**config.mk**
```make
export PLATFORM = sky130hd
export DESIGN_NAME = cnms_cmd_fifo
export DESIGN_NICKNAME = d
export VERILOG_FILES = /design/src/design/cnms_pkg.sv /design/src/design/cnms_cmd_fifo.sv
export SDC_FILE = /design/constraint.sdc
export NUM_CORES = 1
export LEC_CHECK = 0
export ABC_AREA = 1
export BUFFER_PORTS_ARGS = -buffer_cell sky130_fd_sc_hd__clkbuf_2
export CORE_MARGIN = 2
export CORE_UTILIZATION = 61
export DETAILED_ROUTE_END_ITERATION = 12
export PLACE_DENSITY = 0.87
export SLEW_MARGIN = 20
export SYNTH_ARGS = -nofsm -noshare
export SYNTH_HDL_FRONTEND = slang
export SYNTH_SLANG_ARGS = --single-unit
```
**constraint.sdc**
```tcl
create_clock -name i_clk -period 4.8 [get_ports i_clk]
set_input_delay 0.48 -clock i_clk [delete_from_list [all_inputs] [get_ports i_clk]]
set_output_delay 0.48 -clock i_clk [all_outputs]
set_load 0.005 [all_outputs]
```
**src/design/cnms_pkg.sv**
```systemverilog
// Shared types and constants of the cross-neighbour max suppression block.
package cnms_pkg;

    // Sizes of the frame, the pixels and the line stores.
    localparam int MAX_WIDTH  = 2048;
    localparam int PIXEL_BITS = 16;
    localparam int COL_W      = $clog2(MAX_WIDTH);
    localparam int ROW_W      = 12;
    localparam int REG_W      = 12;

    // Configuration port layout.
    localparam int PADDR_W = 3;
    localparam int PDATA_W = 32;
    localparam logic REG_IMAGE_WIDTH  = 1'b0;
    localparam logic REG_IMAGE_HEIGHT = 1'b1;
    localparam logic [REG_W-1:0] RST_IMAGE_WIDTH  = 12'd640;
    localparam logic [REG_W-1:0] RST_IMAGE_HEIGHT = 12'd480;

    // Queue sizes between the parts.
    localparam int CMD_DEPTH  = 4;
    localparam int CMD_PTR_W  = $clog2(CMD_DEPTH);
    localparam int CMD_CNT_W  = $clog2(CMD_DEPTH + 1);
    localparam int OUT_DEPTH  = 4;
    localparam int OUT_PTR_W  = $clog2(OUT_DEPTH);
    localparam int OUT_CNT_W  = $clog2(OUT_DEPTH + 1);

    // One classified input word on its way from the front to the back.
    typedef struct packed {
        logic [COL_W-1:0]      col;
        logic [PIXEL_BITS-1:0] pixel;
        logic                  emit;
        logic                  border;
        logic                  last_row;
        logic                  last_col;
    } t_cmd;

    // One decided pixel waiting in the result queue.
    typedef struct packed {
        logic [PIXEL_BITS-1:0] pixel;
        logic                  two;
        logic                  last_col;
    } t_res;

endpackage

```
**src/design/cnms_cmd_fifo.sv**
```systemverilog
// Short queue of classified words between the front and the back.
module cnms_cmd_fifo (
    input  logic           i_clk,
    input  logic           i_rst_n,
    input  logic           i_push,
    input  cnms_pkg::t_cmd i_cmd,
    input  logic           i_pop,
    output cnms_pkg::t_cmd o_cmd,
    output logic           o_full,
    output logic           o_empty
);

    cnms_pkg::t_cmd                 r_mem [cnms_pkg::CMD_DEPTH];
    logic [cnms_pkg::CMD_PTR_W-1:0] r_wr_ptr, r_rd_ptr;
    logic [cnms_pkg::CMD_CNT_W-1:0] r_count;

    assign o_cmd   = r_mem[r_rd_ptr];
    assign o_full  = (r_count == cnms_pkg::CMD_CNT_W'(cnms_pkg::CMD_DEPTH));
    assign o_empty = (r_count == '0);

    // Storage; the caller never pushes when full or pops when empty.
    always_ff @(posedge i_clk) begin
        if (i_push) begin
            r_mem[r_wr_ptr] <= i_cmd;
        end
    end

    // Pointers and fill level.
    always_ff @(posedge i_clk) begin
        if (!i_rst_n) begin
            r_wr_ptr <= '0;
            r_rd_ptr <= '0;
            r_count  <= '0;
        end else begin
            if (i_push) begin
                r_wr_ptr <= r_wr_ptr + cnms_pkg::CMD_PTR_W'(1);
            end
            if (i_pop) begin
                r_rd_ptr <= r_rd_ptr + cnms_pkg::CMD_PTR_W'(1);
            end
            case ({i_push, i_pop})
                2'b10:   r_count <= r_count + cnms_pkg::CMD_CNT_W'(1);
                2'b01:   r_count <= r_count - cnms_pkg::CMD_CNT_W'(1);
                default: r_count <= r_count;
            endcase
        end
    end

endmodule

```
After elaboration in Yosys (flattened, before gate mapping)
Memories as Yosys holds them, arrays and structs flattened. A register that Yosys moved wholly into a read port is not among the register bits.
Cells that the tools add are included.
{ "op_classes": {"addsub": 4, "eq_ne": 3, "mux": 5, "n_reduce_logical": 2} }
{ "ops": {"columns": ["cell", "count"], "rows": [
  ["$pmux 3 s2", 1],
  ["$add 2x1->2 const B", 2],
  ["$mux 2", 2],
  ["$add 3x1->3 const B", 1],
  ["$eq 3x3->1 const B", 1],
  ["$logic_not 3->1", 1],
  ["$sub 3x1->3 const B", 1],
  ["$eq 2x1->1 const B", 1],
  ["$eq 2x2->1 const B", 1],
  ["$mux 1", 2],
  ["$reduce_bool 2->1", 1]
]} }
{ "totals": {"ff_bits": 7, "mem_bits_rw": 124, "inputBits": 35, "output_inout_bits": 33, "memories": 1} }
{ "mem_list": {"columns": ["memory", "words", "width", "rd", "rd_clocked_by_memory_dff", "wr", "line", "rtl"], "rows": [
  ["r_mem", 4, 31, 1, 1, 1, "cnms_cmd_fifo.sv:13", "cnms_pkg::t_cmd r_mem [cnms_pkg::CMD_DEPTH];"]
]} }

Depth between registers and ports, before layout
{ "depth": {"word_depth": 3, "mapped_depth": 10, "mapped_depth_nobuf": 10} }

Worst setup path before layout
No wires, ideal clock.
{ "synth_path": {"path_kind": "reg-to-reg", "from": "register r_wr_ptr[0] (netlist bit)", "to": "memory r_mem[2][0] (netlist bit) (enable)", "arrival_ns": 1.203, "required_ns": 4.414, "path_slack_ns": 3.211, "path_stages_with_launch": 5, "n_path_buf": 0, "synth_period_minus_slack_ns": 1.589, "cell_sequence": "dfxtp_1 -> inv_1 -> ha_1 -> nand2_1 -> inv_1"} }
{ "synth_rtl": {"columns": ["item", "line", "rtl"], "rows": [
  ["start, declared", "cnms_cmd_fifo.sv:14", "logic [cnms_pkg::CMD_PTR_W-1:0] r_wr_ptr, r_rd_ptr;"],
  ["start signal, assigned", "cnms_cmd_fifo.sv:36", "r_wr_ptr <= r_wr_ptr + cnms_pkg::CMD_PTR_W'(1);"],
  ["end, declared", "cnms_cmd_fifo.sv:13", null]
]} }
No word-level cell before the write port.

==> impl_metrics.tcl <==
set metrics [dict create \
    outcome "finished clean" \
    drc 0 \
    utilization_pct 73.7 \
    crit_type "register to output pin" \
    rsz0062_at_grt "false" \
    power.share.combinational_pct 7.4 \
    top_layer_used "met4" \
    cts_tree "yes" \
    hold_viol 0 \
    start_util_pct 62.5 \
    cts_buffers 17 \
    drv_cap 0 \
    place.gp.congestion 0.777 \
    worst_ir_drop_vdd_mv 0.314 \
    crit_fanout 63 \
    worstPathRequired_ns 4.32 \
    finalNetCount 470 \
    tns_ns 0 \
    vias_per_cell 5.82 \
    fin_crit_ns 2.56 \
    ios 68 \
    cp-end-kind "output pin" \
    pre_cts_slack_ns 2.40 \
    port_buffers 67 \
    placed_area_um2 5420 \
    clock_sinks 133 \
    drt-met1-wl_um 3700 \
    clkPwrFrac_pct 43.9 \
    hpwlAfterDp_um 5650 \
    p_sw_share_pct 22.8 \
    grt_pass1_wl_um 15200 \
    syn-num-nets 398 \
    drive_above_1_share_pct 24.0 \
    grt_pass1_vias 3192 \
    first_pass_iters 6 \
    power.leakage_nw 2.21 \
    holdBufCountCts 0 \
    switchingPower_uw 630 \
    yosysSeqAreaShare_pct 76.8 \
    design_area_um2 5990 \
    worst_pin_slew_ns 0.773 \
    die_height_um 95.3 \
    clockRootBuffer "clkbuf_8" \
    postCtsSetupRepairBufs 0 \
    met3_length_um 683 \
    ant_nets 0 \
    detailroute.via_count 3178 \
    hold_path.class "primary input to register" \
    clk_latency_ns 0.51 \
    synthCells 357 \
    power_frac_seq_pct 48.7 \
    rows 33 \
    post_cts_resized 0 \
    grt_antenna_before_repair 0 \
    die_area_um2 9080 \
    met2_length_um 5350 \
    finalCritPeriodShare_pct 53.3 \
    cts.path.max_buffers 2 \
    relSlewSlack_pct 48.4 \
    ys.warnings.count 0 \
    total_power_mw 2.77 \
    die_w_um 95.3 \
    synth_top_area_share_pct 73.3 \
    netlist_area_um2 5080 \
    fill_cells 471 \
    htree_levels 4 \
    crit_chain "inv_8, o21ai_1, o22ai_1, clkbuf_2" \
    cpPeakStageDelay_ns 0.76 \
    drtIter0Drc 250 \
    syn_area_per_cell_um2 14.2 \
    path_clk_slew_ns 0.06 \
    drv_slew 0 \
    internal_power_mw 2.14 \
    slowest_stage "dfxtp_4" \
    fin_worst_skew_ns 0.00888 \
    grt_start_max_net_pins 64 \
    areaGrowthSynthToFinish_pct 18.0 \
    synth_top_cell_by_area "edfxtp_1" \
    max_freq_mhz 391 \
    yosys-top-cells-area "edfxtp_1 73%, nor2_1 4.8%, o22ai_1 3.8%" \
    worst_slack_ns 2.24 \
    wl_per_cell_um 18.1 \
    worstPathArrival_ns 2.08 \
    yosys.cell_types.count 19 \
    globalRouteOverflowTotal 0 \
    n_antenna_cell 0 \
    cp-start-kind "register" \
    setup_viol 0 \
    p_per_area_nw_per_um2 462 \
    core_um2 8130 \
    grt_util_all_layers_pct 23.6 \
    wirelength_um 9890 \
    synth.ff_latch_count 133 \
]
[through the flow]
| stage | instances | hold slack (ns) |
|---|---|---|
| finish | 546 | 0.182 |
| global route | 546 | 0.164 |
| CTS | 546 | 0.169 |
| detailed placement | 515 | 0.484 |
| global placement | 515 | 0.423 |
| floorplan | 357 | 0.412 |
[sequential cells by signal (all words and copies together) (netlist names), named ones only]
register	count
r_count	3
r_mem	124
r_rd_ptr	2
r_wr_ptr	2
[cells in the final DEF (no fill, tap or decap)]
cell / instances
inv_2: 1
o21ai_1: 34
bufinv_16: 2
nor2_1: 65
a21oi_1: 5
buf_4: 5
dfxtp_4: 1
clkinvlp_4: 5
clkinv_4: 3
ha_1: 5
clkbuf_16: 16
clkbuf_2: 67
clkinv_2: 1
nor3_1: 2
inv_6: 3
nand2_1: 9
clkbuf_8: 1
dfxtp_1: 8
inv_8: 1
nand3_1: 1
o21ai_0: 34
o22ai_1: 31
fa_1: 1
inv_1: 15
edfxtp_1: 124
nand4_1: 1
[critical path: cells and delay by family, from the launching register on]
family | cells | cell delay, ns
compound gates | 2 | 0.37
buf+inv | 2 | 0.41
flops | 1 | 0.76
[path summary, 6_finish.rpt]
kind / from / endpoint / slack [ns] / cells after the start
min: i_cmd[27] / r_mem[0][27] / 0.18 / 1
max: register / o_cmd[14] / 2.24 / 4
max reg2reg: r_wr_ptr[0] / r_mem[2][29] / 2.84 / 5
min reg2reg: r_rd_ptr[1] / r_rd_ptr[1] / 0.50 / 1
[power by group through the flow]
stage               logic, mW  clock network, mW  registers [mW]
floorplan               0.132                  0            1.36
global placement        0.192                  0            1.37
detailed placement      0.203                  0            1.37
CTS                     0.206               1.22            1.35
global route            0.230               1.28            1.35
finish                  0.205               1.21            1.35
[metal layers]
layer | global-route usage, % | up-vias
met4 | 12.2 | 0
li1 | - | 1470
met3 | 6.96 | 16
met1 | 26.7 | 1542
met5 | 0 | -
met2 | 40.5 | 150
[layout make-up]
cell class	count	area (µm²)	area share, %
clock buffer	17	414	6.91
tap	105	131	2.19
sequential	133	3910	65.2
timing repair buffer	72	373	6.22
multi-input combinational	188	941	15.7
clock inverter	14	155	2.59
inverter	17	71.3	1.19
[synth_stat cells]
cell	count
dfxtp_1	9
nor2_1	65
nand4_1	1
nor3_1	2
o21ai_0	34
ha_1	5
inv_2	1
edfxtp_1	124
o22ai_1	31
o21ai_1	34
buf_2	6
inv_1	15
buf_4	3
nand3_1	1
fa_1	1
inv_8	1
buf_6	10
nand2_1	9
a21oi_1	5
[logic make-up after synthesis]
group                      synth area share [%]
DFF                                        76.8
adders and majority gates                  1.63
buffers and inverters                      4.65
AOI/OAI and AO/OA                          11.0
and+or+nand+nor                            5.89
Note: power is estimated with default switching activity, not from simulation.
