$ cat src/design/cnms_pkg.sv
// Shared types and constants of the cross-neighbour max suppression block.
package cnms_pkg;

    // Sizes of the frame, the pixels and the line stores.
    localparam int MAX_WIDTH  = 2048;
    localparam int PIXEL_BITS = 16;
    localparam int COL_W      = $clog2(MAX_WIDTH);
    localparam int ROW_W      = 12;
    localparam int REG_W      = 12;

    // Configuration port layout.
    localparam int PADDR_W = 3;
    localparam int PDATA_W = 32;
    localparam logic REG_IMAGE_WIDTH  = 1'b0;
    localparam logic REG_IMAGE_HEIGHT = 1'b1;
    localparam logic [REG_W-1:0] RST_IMAGE_WIDTH  = 12'd640;
    localparam logic [REG_W-1:0] RST_IMAGE_HEIGHT = 12'd480;

    // Queue sizes between the parts.
    localparam int CMD_DEPTH  = 4;
    localparam int CMD_PTR_W  = $clog2(CMD_DEPTH);
    localparam int CMD_CNT_W  = $clog2(CMD_DEPTH + 1);
    localparam int OUT_DEPTH  = 4;
    localparam int OUT_PTR_W  = $clog2(OUT_DEPTH);
    localparam int OUT_CNT_W  = $clog2(OUT_DEPTH + 1);

    // One classified input word on its way from the front to the back.
    typedef struct packed {
        logic [COL_W-1:0]      col;
        logic [PIXEL_BITS-1:0] pixel;
        logic                  emit;
        logic                  border;
        logic                  last_row;
        logic                  last_col;
    } t_cmd;

    // One decided pixel waiting in the result queue.
    typedef struct packed {
        logic [PIXEL_BITS-1:0] pixel;
        logic                  two;
        logic                  last_col;
    } t_res;

endpackage

$ cat src/design/cnms_front.sv
// Front part: column and row tracking and classification of each input word.
module cnms_front (
    input  logic                           i_clk,
    input  logic                           i_rst_n,
    input  logic [cnms_pkg::REG_W-1:0]     i_image_width,
    input  logic [cnms_pkg::REG_W-1:0]     i_image_height,
    input  logic                           i_accept,
    input  logic [cnms_pkg::PIXEL_BITS-1:0] i_pixel_in,
    output cnms_pkg::t_cmd                 o_cmd
);

    logic [cnms_pkg::COL_W-1:0] r_col, n_col;
    logic [cnms_pkg::ROW_W-1:0] r_row, n_row;
    logic [cnms_pkg::REG_W-1:0] eff_w, eff_h, wm1, hm1;
    logic [cnms_pkg::COL_W-1:0] col;
    logic [cnms_pkg::ROW_W-1:0] row;
    logic                       last_col, last_row;

    // Clamp the frame size to the supported range.
    always_comb begin
        if (i_image_width < 12'd2) begin
            eff_w = 12'd2;
        end else if (i_image_width > cnms_pkg::REG_W'(cnms_pkg::MAX_WIDTH)) begin
            eff_w = cnms_pkg::REG_W'(cnms_pkg::MAX_WIDTH);
        end else begin
            eff_w = i_image_width;
        end
        eff_h = (i_image_height < 12'd2) ? 12'd2 : i_image_height;
        wm1   = eff_w - 12'd1;
        hm1   = eff_h - 12'd1;
    end

    // A position at or past the frame edge counts as the last column or row.
    always_comb begin
        col      = (cnms_pkg::REG_W'(r_col) < eff_w) ? r_col : cnms_pkg::COL_W'(wm1);
        row      = (cnms_pkg::REG_W'(r_row) < eff_h) ? r_row : cnms_pkg::ROW_W'(hm1);
        last_col = (cnms_pkg::REG_W'(col) == wm1);
        last_row = (cnms_pkg::REG_W'(row) == hm1);
    end

    // Classify the word: does it decide a pixel, and is that pixel on the border.
    always_comb begin
        o_cmd.col      = col;
        o_cmd.pixel    = i_pixel_in;
        o_cmd.emit     = (row != '0);
        o_cmd.border   = (row == cnms_pkg::ROW_W'(1)) || (col == '0) || last_col;
        o_cmd.last_row = last_row;
        o_cmd.last_col = last_col;
    end

    // Next raster position.
    always_comb begin
        if (last_col) begin
            n_col = '0;
            n_row = last_row ? '0 : row + cnms_pkg::ROW_W'(1);
        end else begin
            n_col = col + cnms_pkg::COL_W'(1);
            n_row = row;
        end
    end

    always_ff @(posedge i_clk) begin
        if (!i_rst_n) begin
            r_col <= '0;
            r_row <= '0;
        end else if (i_accept) begin
            r_col <= n_col;
            r_row <= n_row;
        end
    end

endmodule

$ cat config.mk
export PLATFORM = sky130hd
export DESIGN_NAME = cnms_front
export DESIGN_NICKNAME = d
export VERILOG_FILES = /design/src/design/cnms_pkg.sv /design/src/design/cnms_front.sv
export SDC_FILE = /design/constraint.sdc
export NUM_CORES = 1
export LEC_CHECK = 0
export BUFFER_PORTS_ARGS = -buffer_cell sky130_fd_sc_hd__buf_2
export CORE_UTILIZATION = 50
export DETAILED_ROUTE_END_ITERATION = 8
export PLACE_DENSITY = 0.74
export SLEW_MARGIN = 20
export SYNTH_ARGS = -nofsm -noshare
export SYNTH_HDL_FRONTEND = slang
export SYNTH_SLANG_ARGS = --single-unit
$ cat constraint.sdc
create_clock -name i_clk -period 4.6 [get_ports i_clk]
set_clock_uncertainty 0.15 [all_clocks]
set_input_delay 0.23 -clock i_clk [delete_from_list [all_inputs] [get_ports i_clk]]
set_output_delay 0.23 -clock i_clk [all_outputs]
set_load 0.01 [all_outputs]
# ---- After elaboration in Yosys (flattened, before gate mapping)
# Cells that the tools add are included.
dict set report totals {
  output_inout_bits 31
  latchBits 0
  mem_bits_rw 0
  romBits 0
  ff_bits 23
  in_bits 43
  mem_count 0
}
dict set report classes {
  order_cmp 5
  multipliers 0
  eq_ne 3
  muxes 8
  reduce_logical 4
  add_sub_neg 4
  bitwise_logic 0
  div 0
  shift 0
}
# cell n
set op_table {}
lappend op_table {{12-bit two-way mux} 6}
lappend op_table {{12-bit by 2-bit less-than comparator with 1-bit output (second input constant)} 2}
lappend op_table {{12-bit by 1-bit subtractor with 12-bit output (second input constant)} 2}
lappend op_table {{11-bit two-way mux} 2}
lappend op_table {{12-bit by 1-bit adder with 12-bit output (second input constant)} 1}
lappend op_table {{11-bit by 12-bit equality test with 1-bit output} 1}
lappend op_table {{12-bit by 1-bit equality test with 1-bit output (second input constant)} 1}
lappend op_table {{12-bit equality test} 1}
lappend op_table {{12-bit greater-than comparator (second input constant)} 1}
lappend op_table {{11-bit by 12-bit less-than comparator with 1-bit output} 1}
lappend op_table {{12-bit less-than comparator} 1}
lappend op_table {{12-bit nonzero test} 1}
lappend op_table {{11-bit by 1-bit adder with 11-bit output (second input constant)} 1}
lappend op_table {{11-bit logical NOT} 1}
lappend op_table {{1-bit logical OR} 2}

# ---- Depth between registers and ports, before layout
dict set report depth {
  depth_word 8
  mapped_depth 18
  mapped_depth_nobuf 15
}

# ---- Least setup slack after synthesis
# OpenSTA, ideal clock, no wires.
dict set report synth_path {
  path_kind {input to register}
  start {input i_image_width[5] in the netlist's numbering}
  end {register r_col[10] in the netlist's numbering}
  setup_slack_ps 179
  path_stages 17
  t_arrival_ps 4154
  setup_ps 117
  t_required_ps 4333
  n_path_buf 2
  cell_sequence {nor4_2 nand3_1 a21o_1 ha_1 a211o_1 nor3_1 a2bb2oi_1 buf_1 clkbuf_1 nor2_1 a21oi_1 ha_1 inv_1 a211oi_2 nand3_1 xnor2_1 a32o_1}
}
# item line
set synth_lines {}
lappend synth_lines {{start, declared} cnms_front.sv:5} ;# input logic [cnms_pkg::REG_W-1:0] i_image_width,
lappend synth_lines {{end signal, assigned} cnms_front.sv:67} ;# r_col <= n_col;
lappend synth_lines {{end, declared} cnms_front.sv:12} ;# logic [cnms_pkg::COL_W-1:0] r_col, n_col;

# ---- Worst setup path in the final report
dict set report layout_path {
  start {input i_image_width[5] in the netlist's numbering}
  end {register r_row[2] in the netlist's numbering}
}
dict set report layout_via {
  elab_chain_len 7
  elab_cells_between_ends 9
}
# item line
set layout_rtl {}
lappend layout_rtl {{12-bit greater-than comparator} cnms_front.sv:23} ;# end else if (i_image_width > cnms_pkg::REG_W'(cnms_pkg::MAX_WIDTH)) begin
lappend layout_rtl {{12-bit two-way mux} cnms_front.sv:23}
lappend layout_rtl {{12-bit two-way mux *} cnms_front.sv:21} ;# if (i_image_width < 12'd2) begin
lappend layout_rtl {{12-bit by 1-bit subtractor with 12-bit output / 11-bit by 12-bit less-than comparator with 1-bit output (equally long branches)} {cnms_front.sv:29, cnms_front.sv:35}}
lappend layout_rtl {{11-bit two-way mux} cnms_front.sv:35} ;# col = (cnms_pkg::REG_W'(r_col) < eff_w) ? r_col : cnms_pkg::COL_W'(wm1);
lappend layout_rtl {{11-bit by 12-bit equality test with 1-bit output *} cnms_front.sv:37} ;# last_col = (cnms_pkg::REG_W'(col) == wm1);
lappend layout_rtl {{12-bit two-way mux *} cnms_front.sv:53} ;# if (last_col) begin
lappend layout_rtl {{end signal, assigned} cnms_front.sv:68} ;# r_row <= n_row;
lappend layout_rtl {{end, declared} cnms_front.sv:13} ;# logic [cnms_pkg::ROW_W-1:0] r_row, n_row;
# Every way passes the cells marked *; elsewhere a longest branch is shown, timed or not.
# A chain may end at the register's enable or synchronous reset.

==> results.ini <==
[logic_synthesis]
synth.largest_area_cell = sky130_fd_sc_hd__dfxtp_1
ys_seq_elements = 23
synth_area_per_cell_sq_um = 7.64
synth-async-reset-ratio_pct = 0
ys_types = 83
cells_after_synthesis = 483
seq_area_frac_synth_pct = 12.5
synthesis.area_sq_um = 3690
synth.cells.most_frequent = sky130_fd_sc_hd__nand2_1 (42), sky130_fd_sc_hd__inv_1 (34), sky130_fd_sc_hd__ha_1 (26)
synth.yosys.warnings = 0
yosysTopAreaCellShare_pct = 12.5
yosys.cell_count.top_type = sky130_fd_sc_hd__nand2_1
synth.top_cells.by_area = sky130_fd_sc_hd__dfxtp_1 (12%), sky130_fd_sc_hd__ha_1 (8.8%), sky130_fd_sc_hd__xnor2_1 (5.7%), sky130_fd_sc_hd__mux2i_1 (4.3%), sky130_fd_sc_hd__nand2_1 (4.3%)
postSynthNetCount = 552
synth_enable_flop_cells = 0
synth_flop_cell = sky130_fd_sc_hd__dfxtp_1

[power]
p_clk_share_pct = 23.0
p_total_mw = 0.553
vdd_drop_max_mv = 0.154
p_sw_mw = 0.206
netSwitchingFraction_pct = 37.2
comb_power_share_pct = 39.2
power.share.sequential_pct = 37.8
p_int_mw = 0.347
leakage_power_figure_nw = 1.64
power_density_nw_per_um2 = 142

[setup_path]
worst_setup_path_start_kind = input pin
crit_slowest_cell = sky130_fd_sc_hd__or4_4
worstPathBufferInverterCount = 4
cpLargestDelayFamily = simple AND/OR/NAND/NOR gates
worstSetupEndpointType = flip-flop
cp_max_fo = 17
cp_cell_sequence = buf_2 -> or4_4 -> o41ai_4 -> ha_1 -> inv_1 -> nor3_1 -> nor4_1 -> nor4b_1 -> nand3_1 -> o31a_4 -> inv_2 -> a21o_1 -> buf_4 -> nor2_1 -> a22o_1
critPathArrivalTime_ns = 4.09
critPathRequiredTime_ns = 4.62
setup.worst_path.class = in2reg
cpPeakStageDelay_ns = 0.58

[outcome]
status = finished clean

[floorplanning]
die-width_um = 87.9
initial_standard_cell_utilization_of_the_core_pct = 53.2
core_sq_um = 6940
fp.dieArea_sq_um = 7730
ioPinCount = 74
row_count = 30
floorplan.die.height_um = 87.9

[global_route]
grt_pass1_wl_mm = 16.0
grt_pass1_vias = 3276
antenna_violations_before_repair = 0
grt_start_max_net_pins = 28
global_route.usage.total_pct = 26.2
grt_overflow = 0

[route]
detail-route-antenna-nets = 0
post_drt_via_cell_ratio = 6.14
vias = 3652
routed_wire_length_per_instance_um = 16.7
wl_mm = 9.95
dr.first_iter.drc_count = 264
detailedRoute.firstPassIterationCount = 5
remaining_drc_errors = 0

[layout]
area_grow_syn2layout_pct = 5.59
sequential_cell_area_sq_um = 460
fillers = 695
finish.net_count = 569
antenna_cells = 0
fin_util_pct = 56.1
layout-drive-gt1-share_pct = 17.0
multi_input_combinational_cell_area_sq_um = 2860

[sta]
timing.setup.tns_ns = 0
rsz0062_at_grt = false
period_minus_slack_ns = 4.07
worst_hold_margin_ns = 0.146
clock.fmax_ghz = 0.245
maxSlewViolCount = 0
timing_hold_violations_final = 0
setup_viol_count_final = 0
final.period_utilization_pct = 88.6
worstMarginPinSlew_ns = 0.843
max-slew-margin-rel_pct = 43.6

[clocking]
clock_tree.root_cell = sky130_fd_sc_hd__clkbuf_8
worstSkewPairLatency_ns = 0.27
cts_hold_repair.buffers = 0
cts_made_buffers = 3
postCtsSetupBuffers = 0
h_tree_levels = 1
tritoncts = done
cts-root-to-sink-buffers = 2
cts_sinks = 23
post_cts_gate_resize_count = 0
clk_pin_slew_ns = 0.09

[worst_hold_path]
worstHoldPathType = in2reg

[place]
detailed_place_hpwl_mm = 7.93
io_buffers = 41
place_congestion = 0.919

[flow_run]
drv_cap = 0

power groups by stage:
stage	Combinational [mW]	Sequential, mW	Clock [mW]
global placement	0.210	0.213	0
finish	0.217	0.209	0.127
floorplan	0.158	0.211	0
detailed placement	0.212	0.213	0
CTS	0.214	0.209	0.131
global route	0.236	0.209	0.140
cell type report:
class / instances / area share [%]
Multi-Input combinational cell: 386 / 73.4
Sequential cell: 23 / 11.8
Timing Repair Buffer: 51 / 7.19
Inverter: 35 / 3.37
Tap cell: 96 / 3.08
Clock buffer: 3 / 1.06
Clock inverter: 1 / 0.128
per-stage QoR:
stage                     area (sq um)  worst slack, ns  std cells
final                             3900            0.525        595
after detailed placement          3850            0.286        591
after global routing              3900            0.292        595
after floorplan                   3690            0.179        483
after global placement            3850            0.368        591
after CTS                         3900            0.584        595
flip-flops by register name, summed over array words and instances (netlist names):
| signal | flops |
|---|---|
| r_row | 12 |
| r_col | 11 |
cell usage in the layout (no fill, tap or decap), types with 4 or more instances in the layout:
cell type                  Yosys  routed
sky130_fd_sc_hd__nand2b_1      9       9
sky130_fd_sc_hd__or4_1         5       5
sky130_fd_sc_hd__buf_4        19      10
sky130_fd_sc_hd__nand3_1      18      18
sky130_fd_sc_hd__nor4_1       12      12
sky130_fd_sc_hd__xor2_1        8       8
sky130_fd_sc_hd__nor2_1       25      25
sky130_fd_sc_hd__mux2i_1      16      16
sky130_fd_sc_hd__nand4_1       5       5
sky130_fd_sc_hd__xnor2_1      24      24
sky130_fd_sc_hd__and3_1        4       4
sky130_fd_sc_hd__o211ai_1      6       6
sky130_fd_sc_hd__dfxtp_1      23      23
sky130_fd_sc_hd__buf_2         4      41
sky130_fd_sc_hd__mux2_2        5       5
sky130_fd_sc_hd__a211oi_1      8       8
sky130_fd_sc_hd__o31ai_1       5       5
sky130_fd_sc_hd__nor3_1       21      21
sky130_fd_sc_hd__a21o_1        5       5
sky130_fd_sc_hd__inv_1        34      34
sky130_fd_sc_hd__o21ai_0      22      22
sky130_fd_sc_hd__a21oi_1      21      21
sky130_fd_sc_hd__or3_1         8       8
sky130_fd_sc_hd__nand2_1      42      42
sky130_fd_sc_hd__ha_1         26      26
sky130_fd_sc_hd__nor4_2        4       4
worst reg2reg max path, stage by stage, from the launching register on:
cell and delay [ns]:
sky130_fd_sc_hd__dfxtp_1 0.39, sky130_fd_sc_hd__ha_1 0.35, sky130_fd_sc_hd__nand4_1 0.16, sky130_fd_sc_hd__nor3_1 0.30, sky130_fd_sc_hd__o211ai_1 0.15, sky130_fd_sc_hd__o211ai_2 0.69
sky130_fd_sc_hd__buf_4 0.29, sky130_fd_sc_hd__mux2_2 0.41, sky130_fd_sc_hd__nor2_1 0.14, sky130_fd_sc_hd__nand3_1 0.10, sky130_fd_sc_hd__or3_1 0.32, sky130_fd_sc_hd__a31oi_1 0.15
routing by layer:
metal  GRT usage (%)  part of all wire [%]  vias up
met5               0                     0        -
met3            2.92                   5.0        8
met2            40.2                    44      104
met1            39.9                    50     1711
li1                -                     -     1829
met4            3.73                  0.49        0
final timing paths:
kind	slack (ns)	to	start	depth (start not counted)
max	0.53	r_row[2]$_SDFFE_PN0P_	i_image_width[5]	15
min	0.15	r_col[7]$_SDFFE_PN0P_	i_rst_n	2
max reg2reg	0.92	r_row[8]$_SDFFE_PN0P_	r_row[11]$_SDFFE_PN0P_	11
min reg2reg	0.39	r_row[10]$_SDFFE_PN0P_	r_row[10]$_SDFFE_PN0P_	2
cells by family after synthesis:
family / Yosys count / synth area share [%]
xor gates and xnor gates: 35 / 9.42
and+or+nand+nor: 180 / 27.3
AOI/OAI and AO/OA: 124 / 25.9
adders and majority gates: 26 / 8.81
DFF: 23 / 12.5
buffers and inverters: 74 / 10.2
muxes: 21 / 5.86
(Power assumes the default switching activity.)
